$ cat config.mk
export PLATFORM = sky130hd
export DESIGN_NAME = three_level_priority_queue_top
export DESIGN_NICKNAME = d
export VERILOG_FILES = /design/src/tlpq_pkg.sv /design/src/tlpq_ctrl.sv /design/src/tlpq_dp.sv /design/src/three_level_priority_queue_top.sv
export SDC_FILE = /design/constraint.sdc
export NUM_CORES = 1
export LEC_CHECK = 0
export ABC_AREA = 0
export BUFFER_PORTS_ARGS = -buffer_cell sky130_fd_sc_hd__buf_2
export CORE_UTILIZATION = 55
export DETAILED_ROUTE_END_ITERATION = 10
export PLACE_DENSITY = 0.71
export SLEW_MARGIN = 20
export SYNTH_ARGS = -nofsm -noshare
export SYNTH_HDL_FRONTEND = slang
export SYNTH_SLANG_ARGS = --single-unit
$ cat constraint.sdc
create_clock -name clock -period 4.77 [get_ports clock]
set_input_delay 0.477 -clock clock [delete_from_list [all_inputs] [get_ports clock]]
set_output_delay 0.477 -clock clock [all_outputs]
set_load 0.005 [all_outputs]
$ cat src/tlpq_pkg.sv
package tlpq_pkg;

   // Queue geometry
   localparam int NUM_LEVELS  = 3;
   localparam int LEVEL_DEPTH = 8;
   localparam int TASK_WIDTH  = 32;

   // Field widths fixed by the interface
   localparam int TASK_FIELD_W = 32;
   localparam int PRI_W        = 2;
   localparam int STATUS_W     = 2;

   // Derived widths
   localparam int STORE_W = (TASK_WIDTH < TASK_FIELD_W) ? TASK_WIDTH : TASK_FIELD_W;
   localparam int PTR_W   = (LEVEL_DEPTH > 1) ? $clog2(LEVEL_DEPTH) : 1;
   localparam int CNT_W   = $clog2(LEVEL_DEPTH + 1);
   localparam int LVL_W   = $clog2(NUM_LEVELS);

   // Operation codes
   localparam logic OP_ENQ = 1'b0;
   localparam logic OP_DEQ = 1'b1;

   // Result status codes
   localparam logic [STATUS_W-1:0] ST_OK     = 2'd0;
   localparam logic [STATUS_W-1:0] ST_FULL   = 2'd1;
   localparam logic [STATUS_W-1:0] ST_EMPTY  = 2'd2;
   localparam logic [STATUS_W-1:0] ST_BADPRI = 2'd3;

   typedef struct packed {
      logic                    operation;
      logic [TASK_FIELD_W-1:0] task_value;
      logic [PRI_W-1:0]        priority_level;
   } req_type;

   typedef struct packed {
      logic [TASK_FIELD_W-1:0] task_out;
      logic [STATUS_W-1:0]     status;
      logic                    all_empty;
      logic                    any_full;
   } rsp_type;

   // Controller states
   typedef enum logic {
      CS_IDLE,
      CS_READ
   } ctrl_state_type;

   // Controller to datapath
   typedef struct packed {
      logic accept;      // request transfer happens this cycle
      logic load_read;   // move store read data into the result register
   } dp_cmd_type;

   // Datapath to controller
   typedef struct packed {
      logic out_busy;    // result register holds a result not taken this cycle
      logic deq_hit;     // pending request is a dequeue that finds a task
   } dp_stat_type;

endpackage

$ cat src/tlpq_ctrl.sv
module tlpq_ctrl
   import tlpq_pkg::*;
(
   input  logic        clock,
   input  logic        reset,
   input  logic        req_valid,
   output logic        req_ready,
   input  dp_stat_type dp_stat,
   output dp_cmd_type  dp_cmd
);

   ctrl_state_type state_ff;
   ctrl_state_type state_in;

   // Next state
   always_comb begin
      state_in = state_ff;
      unique case (state_ff)
         CS_IDLE: begin
            if (req_valid && !dp_stat.out_busy && dp_stat.deq_hit) begin
               state_in = CS_READ;
            end
         end
         CS_READ: begin
            state_in = CS_IDLE;
         end
         default: begin
            state_in = CS_IDLE;
         end
      endcase
   end

   // Outputs
   always_comb begin
      req_ready        = 1'b0;
      dp_cmd.accept    = 1'b0;
      dp_cmd.load_read = 1'b0;
      unique case (state_ff)
         CS_IDLE: begin
            req_ready     = !dp_stat.out_busy;
            dp_cmd.accept = req_valid && !dp_stat.out_busy;
         end
         CS_READ: begin
            dp_cmd.load_read = 1'b1;
         end
         default: begin
            req_ready = 1'b0;
         end
      endcase
   end

   // State register
   always_ff @(posedge clock) begin
      if (reset) begin
         state_ff <= CS_IDLE;
      end else begin
         state_ff <= state_in;
      end
   end

endmodule

$ cat src/tlpq_dp.sv
module tlpq_dp
   import tlpq_pkg::*;
(
   input  logic        clock,
   input  logic        reset,
   input  req_type     req_data,
   input  dp_cmd_type  dp_cmd,
   output dp_stat_type dp_stat,
   output logic        rsp_valid,
   input  logic        rsp_ready,
   output rsp_type     rsp_data
);

   // Task store, one row per level
   logic [STORE_W-1:0] mem [NUM_LEVELS][LEVEL_DEPTH];
   logic [STORE_W-1:0] rd_data_ff;

   // Per-level FIFO control
   logic [PTR_W-1:0] head_ff [NUM_LEVELS];
   logic [PTR_W-1:0] head_in [NUM_LEVELS];
   logic [PTR_W-1:0] tail_ff [NUM_LEVELS];
   logic [PTR_W-1:0] tail_in [NUM_LEVELS];
   logic [CNT_W-1:0] cnt_ff  [NUM_LEVELS];
   logic [CNT_W-1:0] cnt_in  [NUM_LEVELS];

   // Result register
   logic                    rsp_valid_ff;
   logic                    rsp_valid_in;
   logic [TASK_FIELD_W-1:0] task_out_ff;
   logic [STATUS_W-1:0]     status_ff;
   logic                    all_empty_ff;
   logic                    any_full_ff;

   logic [LVL_W-1:0]    enq_lvl;
   logic [LVL_W-1:0]    deq_lvl;
   logic                deq_found;
   logic                is_enq;
   logic                bad_pri;
   logic                lvl_full;
   logic                enq_ok;
   logic                deq_ok;
   logic [STATUS_W-1:0] status_next;
   logic                all_empty_next;
   logic                any_full_next;

   // Pick the highest non-empty level for a dequeue
   always_comb begin
      deq_found = 1'b1;
      deq_lvl   = LVL_W'(2);
      priority if (cnt_ff[2] != '0) begin
         deq_lvl = LVL_W'(2);
      end else if (cnt_ff[1] != '0) begin
         deq_lvl = LVL_W'(1);
      end else if (cnt_ff[0] != '0) begin
         deq_lvl = LVL_W'(0);
      end else begin
         deq_found = 1'b0;
      end
   end

   // Decode the pending request
   always_comb begin
      is_enq   = (req_data.operation == OP_ENQ);
      enq_lvl  = LVL_W'(req_data.priority_level) - LVL_W'(1);
      bad_pri  = (req_data.priority_level == '0);
      lvl_full = !bad_pri && (cnt_ff[enq_lvl] == CNT_W'(LEVEL_DEPTH));
      enq_ok   = is_enq && !bad_pri && !lvl_full;
      deq_ok   = !is_enq && deq_found;

      priority if (is_enq && bad_pri) begin
         status_next = ST_BADPRI;
      end else if (is_enq && lvl_full) begin
         status_next = ST_FULL;
      end else if (!is_enq && !deq_found) begin
         status_next = ST_EMPTY;
      end else begin
         status_next = ST_OK;
      end
   end

   // Advance pointers and counts on a transfer that changes the queue
   always_comb begin
      for (int i = 0; i < NUM_LEVELS; i++) begin
         head_in[i] = head_ff[i];
         tail_in[i] = tail_ff[i];
         cnt_in[i]  = cnt_ff[i];
      end
      if (dp_cmd.accept && enq_ok) begin
         tail_in[enq_lvl] = (tail_ff[enq_lvl] == PTR_W'(LEVEL_DEPTH - 1)) ? '0 :
                            tail_ff[enq_lvl] + PTR_W'(1);
         cnt_in[enq_lvl]  = cnt_ff[enq_lvl] + CNT_W'(1);
      end
      if (dp_cmd.accept && deq_ok) begin
         head_in[deq_lvl] = (head_ff[deq_lvl] == PTR_W'(LEVEL_DEPTH - 1)) ? '0 :
                            head_ff[deq_lvl] + PTR_W'(1);
         cnt_in[deq_lvl]  = cnt_ff[deq_lvl] - CNT_W'(1);
      end
   end

   // Queue flags after the step
   always_comb begin
      all_empty_next = 1'b1;
      any_full_next  = 1'b0;
      for (int i = 0; i < NUM_LEVELS; i++) begin
         if (cnt_in[i] != '0) begin
            all_empty_next = 1'b0;
         end
         if (cnt_in[i] == CNT_W'(LEVEL_DEPTH)) begin
            any_full_next = 1'b1;
         end
      end
   end

   // Result valid: set on a finished result, drop when taken
   always_comb begin
      priority if (dp_cmd.load_read) begin
         rsp_valid_in = 1'b1;
      end else if (dp_cmd.accept && !deq_ok) begin
         rsp_valid_in = 1'b1;
      end else if (rsp_ready) begin
         rsp_valid_in = 1'b0;
      end else begin
         rsp_valid_in = rsp_valid_ff;
      end
   end

   // Control registers
   always_ff @(posedge clock) begin
      if (reset) begin
         rsp_valid_ff <= 1'b0;
         for (int i = 0; i < NUM_LEVELS; i++) begin
            head_ff[i] <= '0;
            tail_ff[i] <= '0;
            cnt_ff[i]  <= '0;
         end
      end else begin
         rsp_valid_ff <= rsp_valid_in;
         for (int i = 0; i < NUM_LEVELS; i++) begin
            head_ff[i] <= head_in[i];
            tail_ff[i] <= tail_in[i];
            cnt_ff[i]  <= cnt_in[i];
         end
      end
   end

   // Task store: write on enqueue, registered read on dequeue
   always_ff @(posedge clock) begin
      if (dp_cmd.accept && enq_ok) begin
         mem[enq_lvl][tail_ff[enq_lvl]] <= req_data.task_value[STORE_W-1:0];
      end
      if (dp_cmd.accept && deq_ok) begin
         rd_data_ff <= mem[deq_lvl][head_ff[deq_lvl]];
      end
   end

   // Result payload
   always_ff @(posedge clock) begin
      if (dp_cmd.accept) begin
         task_out_ff  <= '0;
         status_ff    <= status_next;
         all_empty_ff <= all_empty_next;
         any_full_ff  <= any_full_next;
      end
      if (dp_cmd.load_read) begin
         task_out_ff <= TASK_FIELD_W'(rd_data_ff);
      end
   end

   assign dp_stat.out_busy   = rsp_valid_ff && !rsp_ready;
   assign dp_stat.deq_hit    = deq_ok;
   assign rsp_valid          = rsp_valid_ff;
   assign rsp_data.task_out  = task_out_ff;
   assign rsp_data.status    = status_ff;
   assign rsp_data.all_empty = all_empty_ff;
   assign rsp_data.any_full  = any_full_ff;

endmodule

$ cat src/three_level_priority_queue_top.sv
// Three-level strict-priority task queue.
// Requests arrive on req_valid/req_ready with req_data: an enqueue puts
// task_value into the FIFO of priority_level (1 to 3), a dequeue returns the
// oldest task of the highest non-empty level. Each request gives exactly one
// result on rsp_valid/rsp_ready with rsp_data: task word, status (ok, level
// full, queue empty, bad priority) and the empty/full flags after the step.
// Results: an enqueue, a rejected request or an empty dequeue has its result
// in the cycle after the transfer; a dequeue that finds a task is read through
// the registered store port first and then loaded into the result register.
// Enqueues are taken at one request per cycle while the receiver takes each
// result; a dequeue that returns a task drops req_ready during the store read.
// A result waits in the output register; a new request is taken while that
// result is transferred in the same cycle. If the receiver stalls, req_ready
// drops until the held result is taken.
// Reset empties all three levels at once; store contents need no clearing.
module three_level_priority_queue_top
   import tlpq_pkg::*;
(
   input  logic    clock,
   input  logic    reset,
   input  logic    req_valid,
   output logic    req_ready,
   input  req_type req_data,
   output logic    rsp_valid,
   input  logic    rsp_ready,
   output rsp_type rsp_data
);

   dp_cmd_type  dp_cmd;
   dp_stat_type dp_stat;

   // Sequence request transfers and store reads
   tlpq_ctrl u_ctrl (
      .clock     (clock),
      .reset     (reset),
      .req_valid (req_valid),
      .req_ready (req_ready),
      .dp_stat   (dp_stat),
      .dp_cmd    (dp_cmd)
   );

   // Hold the FIFOs and the result register
   tlpq_dp u_dp (
      .clock     (clock),
      .reset     (reset),
      .req_data  (req_data),
      .dp_cmd    (dp_cmd),
      .dp_stat   (dp_stat),
      .rsp_valid (rsp_valid),
      .rsp_ready (rsp_ready),
      .rsp_data  (rsp_data)
   );

endmodule
==> metrics.cfg <==
[timing]
grt_setup_unrepaired = false
hold_ws_ns = 0.140
worstMarginPinSlew_ns = 1.08
period_needed_ns = 3.83
fin_crit_sh_pct = 80.3
report.final.hold_viol_count = 0
max_freq_ghz = 0.261
relSlewSlack_pct = 27.6
tns_ns = 0
finalSetupViolCount = 0
drv_slew = 0
clock-skew-final_ns = 0.0220

[logic_synthesis]
synth_seq_cells = 868
synth_area_leaders = edfxtp_1 (74%), a211oi_1 (3.4%), o22a_1 (3.0%)
synth_warnings = 0
synth-async-reset-ratio_pct = 0
synth_top_area_share_pct = 74.1
ys.flop_type = edfxtp_1
yosysMostFrequentCell = edfxtp_1
synth-edff-count = 836
syn_inst = 2175
synth_fp_nets = 2225
syn_area_sq_um = 33900
ys_seq_area_share_pct = 76.0
synth.distinct_cells = 63
synth_area_leader_cell = edfxtp_1
yosys-top-cells-count = edfxtp_1 (836), nor2_1 (175), o22ai_1 (159)
avgSynthCellArea_sq_um = 15.6

[setup_path]
worstPathArrival_ns = 4.16
path_class = reg2reg
cp_common_cell = o31ai_1
cp_slowest_stage_delay_ns = 0.82
end_kind = flip-flop
path_cells = or4_4 > o31ai_1 > a22oi_2 > clkinv_2 > buf_12 > a211oi_1 > nor3_1 > o31ai_1
crit_slowest_cell = nor3_1
crit_required_ns = 5.10
crit_fanout = 26
cp-start-kind = flip-flop

[power_and_ir_drop]
p_leak_uw = 0.0117
power_uw = 19300
ir_drop_mv = 0.466
pwr_density_cell_nw_per_um2 = 512

[floorplanning]
die_h_microns = 250
core-area_sq_um = 60600
initial_core_util_pct = 55.9
rows = 90
die_area_sq_um = 62600
io_pins = 77
die_w_microns = 250

[final_layout]
fin_cells = 3052
multiInputGateArea_sq_um = 7370
fill_cells = 4295
nets = 2254
fin_area_sq_um = 37800
final-seq-area_sq_um = 25700
drive_gt1_share_pct = 12.6
syn2layout_area_growth_pct = 11.6

[detailed_routing]
wire_per_inst_microns = 29.3
drt.antenna.violating_nets = 0
num_vias = 20872
drt_iter0_markers = 2773
routed_wl_mm = 89.5
drt_pass1_iterations = 5
viasPerCell = 6.84
drc = 0

[global_route]
antenna_found_initial = 5
grt_use_total_pct = 28.4
top_usage_layer = met2
use_met1_pct = 41.3
use_met2_pct = 41.6
grt_use_met3_pct = 8.00
overflow = 0
grt_max_degree = 128
grt_pass1_vias = 20075
grt_pass1_wl_mm = 130

[placement]
placed_area_sq_um = 35100
gp_congestion = 0.885
dp.cells = 2898
port_buffers = 76
hpwl_mm = 50.7

[hold_path]
hp-class = in2reg

[flow_run]
cap_viol_max_count = 0

[cts]
cts_buffer_depth = 3
clock_latency_ns = 0.64
cts_setup_buffers = 0
clkTransAtPathRegs_ns = 0.06
cts.htree.levels = 3
cts_tree = built
cts_hold_buf = 0
cts_buffers = 86
root_buffer = clkbuf_16
cts_sinks = 868
cts.repair.resized = 0

[outcome]
status = finished, final reports clean

## final timing paths
| path | startpoint | endpoint | slack (ns) | cells past startpoint |
|---|---|---|---|---|
| setup / recovery | u_dp.cnt_ff[1][2] | u_dp.rd_data_ff[23] | 0.94 | 8 |
| hold / removal | req_valid | u_dp.rsp_valid | 0.14 | 3 |
| setup reg to reg | u_dp.cnt_ff[1][2] | u_dp.rd_data_ff[23] | 0.94 | 8 |
| hold reg to reg | u_dp.tail_ff[1][1] | u_dp.tail_ff[1][1] | 0.45 | 2 |
## state kept, by name, summed over array words and instances (netlist names)
signal             cells
u_dp.mem             768
u_ctrl.state_ff        1
u_dp.status_ff         2
u_dp.tail_ff           9
u_dp.task_out_ff      32
u_dp.rsp_valid         1
u_dp.head_ff           9
u_dp.cnt_ff           12
u_dp.any_full_ff       1
u_dp.rd_data_ff       32
u_dp.all_empty_ff      1
## critical path, delay by kind of cell, from the launching register on
family | cells | cell delay [ns]
DFF | 1 | 0.45
AOI/OAI and AO/OA | 4 | 0.80
and+or+nand+nor | 2 | 1.47
buffers and inverters | 2 | 0.75
## metal layers
| metal | up-vias | wire length (microns) |
|---|---|---|
| met3 | 138 | 11000 |
| met1 | 10487 | 35800 |
| met2 | 1289 | 40300 |
| met5 | - | 26 |
| met4 | 4 | 2410 |
| li1 | 8954 | - |
## metrics by stage
step	util [%]	setup slack (ns)
after global placement	57.9	0.666
after detailed placement	57.9	0.583
after global routing	62.3	0.788
after floorplan	-	1.15
after CTS	62.3	1.02
final	62.4	0.940
## power breakdown
group,total (uW),internal (uW),switching (uW)
registers,8620,8560,53.4
clock network,6560,3770,2790
logic,4150,1190,2970
total,19300,13500,5810
## placed cells by master, fill, tap and decap left out, drive strengths merged, types with 3 or more instances in the layout
| master | count |
|---|---|
| clkinv | 34 |
| or4 | 6 |
| nor3 | 29 |
| o221ai | 101 |
| o311ai | 15 |
| inv | 14 |
| clkinvlp | 6 |
| nand3 | 25 |
| mux2i | 13 |
| a22oi | 4 |
| a211oi | 155 |
| o31ai | 15 |
| bufinv | 8 |
| nor4 | 7 |
| nor2 | 175 |
| clkbuf | 102 |
| and2 | 56 |
| nor2b | 10 |
| a21o | 4 |
| o22a | 115 |
| diode | 3 |
| dfxtp | 32 |
| a31oi | 18 |
| buf | 121 |
| nand2b | 11 |
| o21ai | 60 |
| edfxtp | 836 |
| o211ai | 5 |
| ha | 11 |
| a21oi | 68 |
| o22ai | 160 |
| nand2 | 26 |
## cell type report
type	count	area share (%)
inverter	13	0.132
multi-input combinational	1114	19.5
antenna	3	0.0199
tap	782	2.59
timing repair buffer	121	2.43
clock buffer	102	5.91
sequential	868	68.2
clock inverter	49	1.25
## logic make-up (layout without fill, tap and decap cells)
| kind of cell | after synthesis | after routing | synth area share (%) |
|---|---|---|---|
| compound gates | 733 | 733 | 15.6 |
| xor+xnor | 2 | 2 | 0.0739 |
| fa+ha+maj | 11 | 11 | 0.406 |
| buf+inv | 193 | 285 | 2.42 |
| flops | 868 | 868 | 76.0 |
| mux | 15 | 15 | 0.451 |
| other cells | 0 | 3 | 0 |
| simple gates | 353 | 353 | 5.00 |
(Power assumes the default switching activity.)
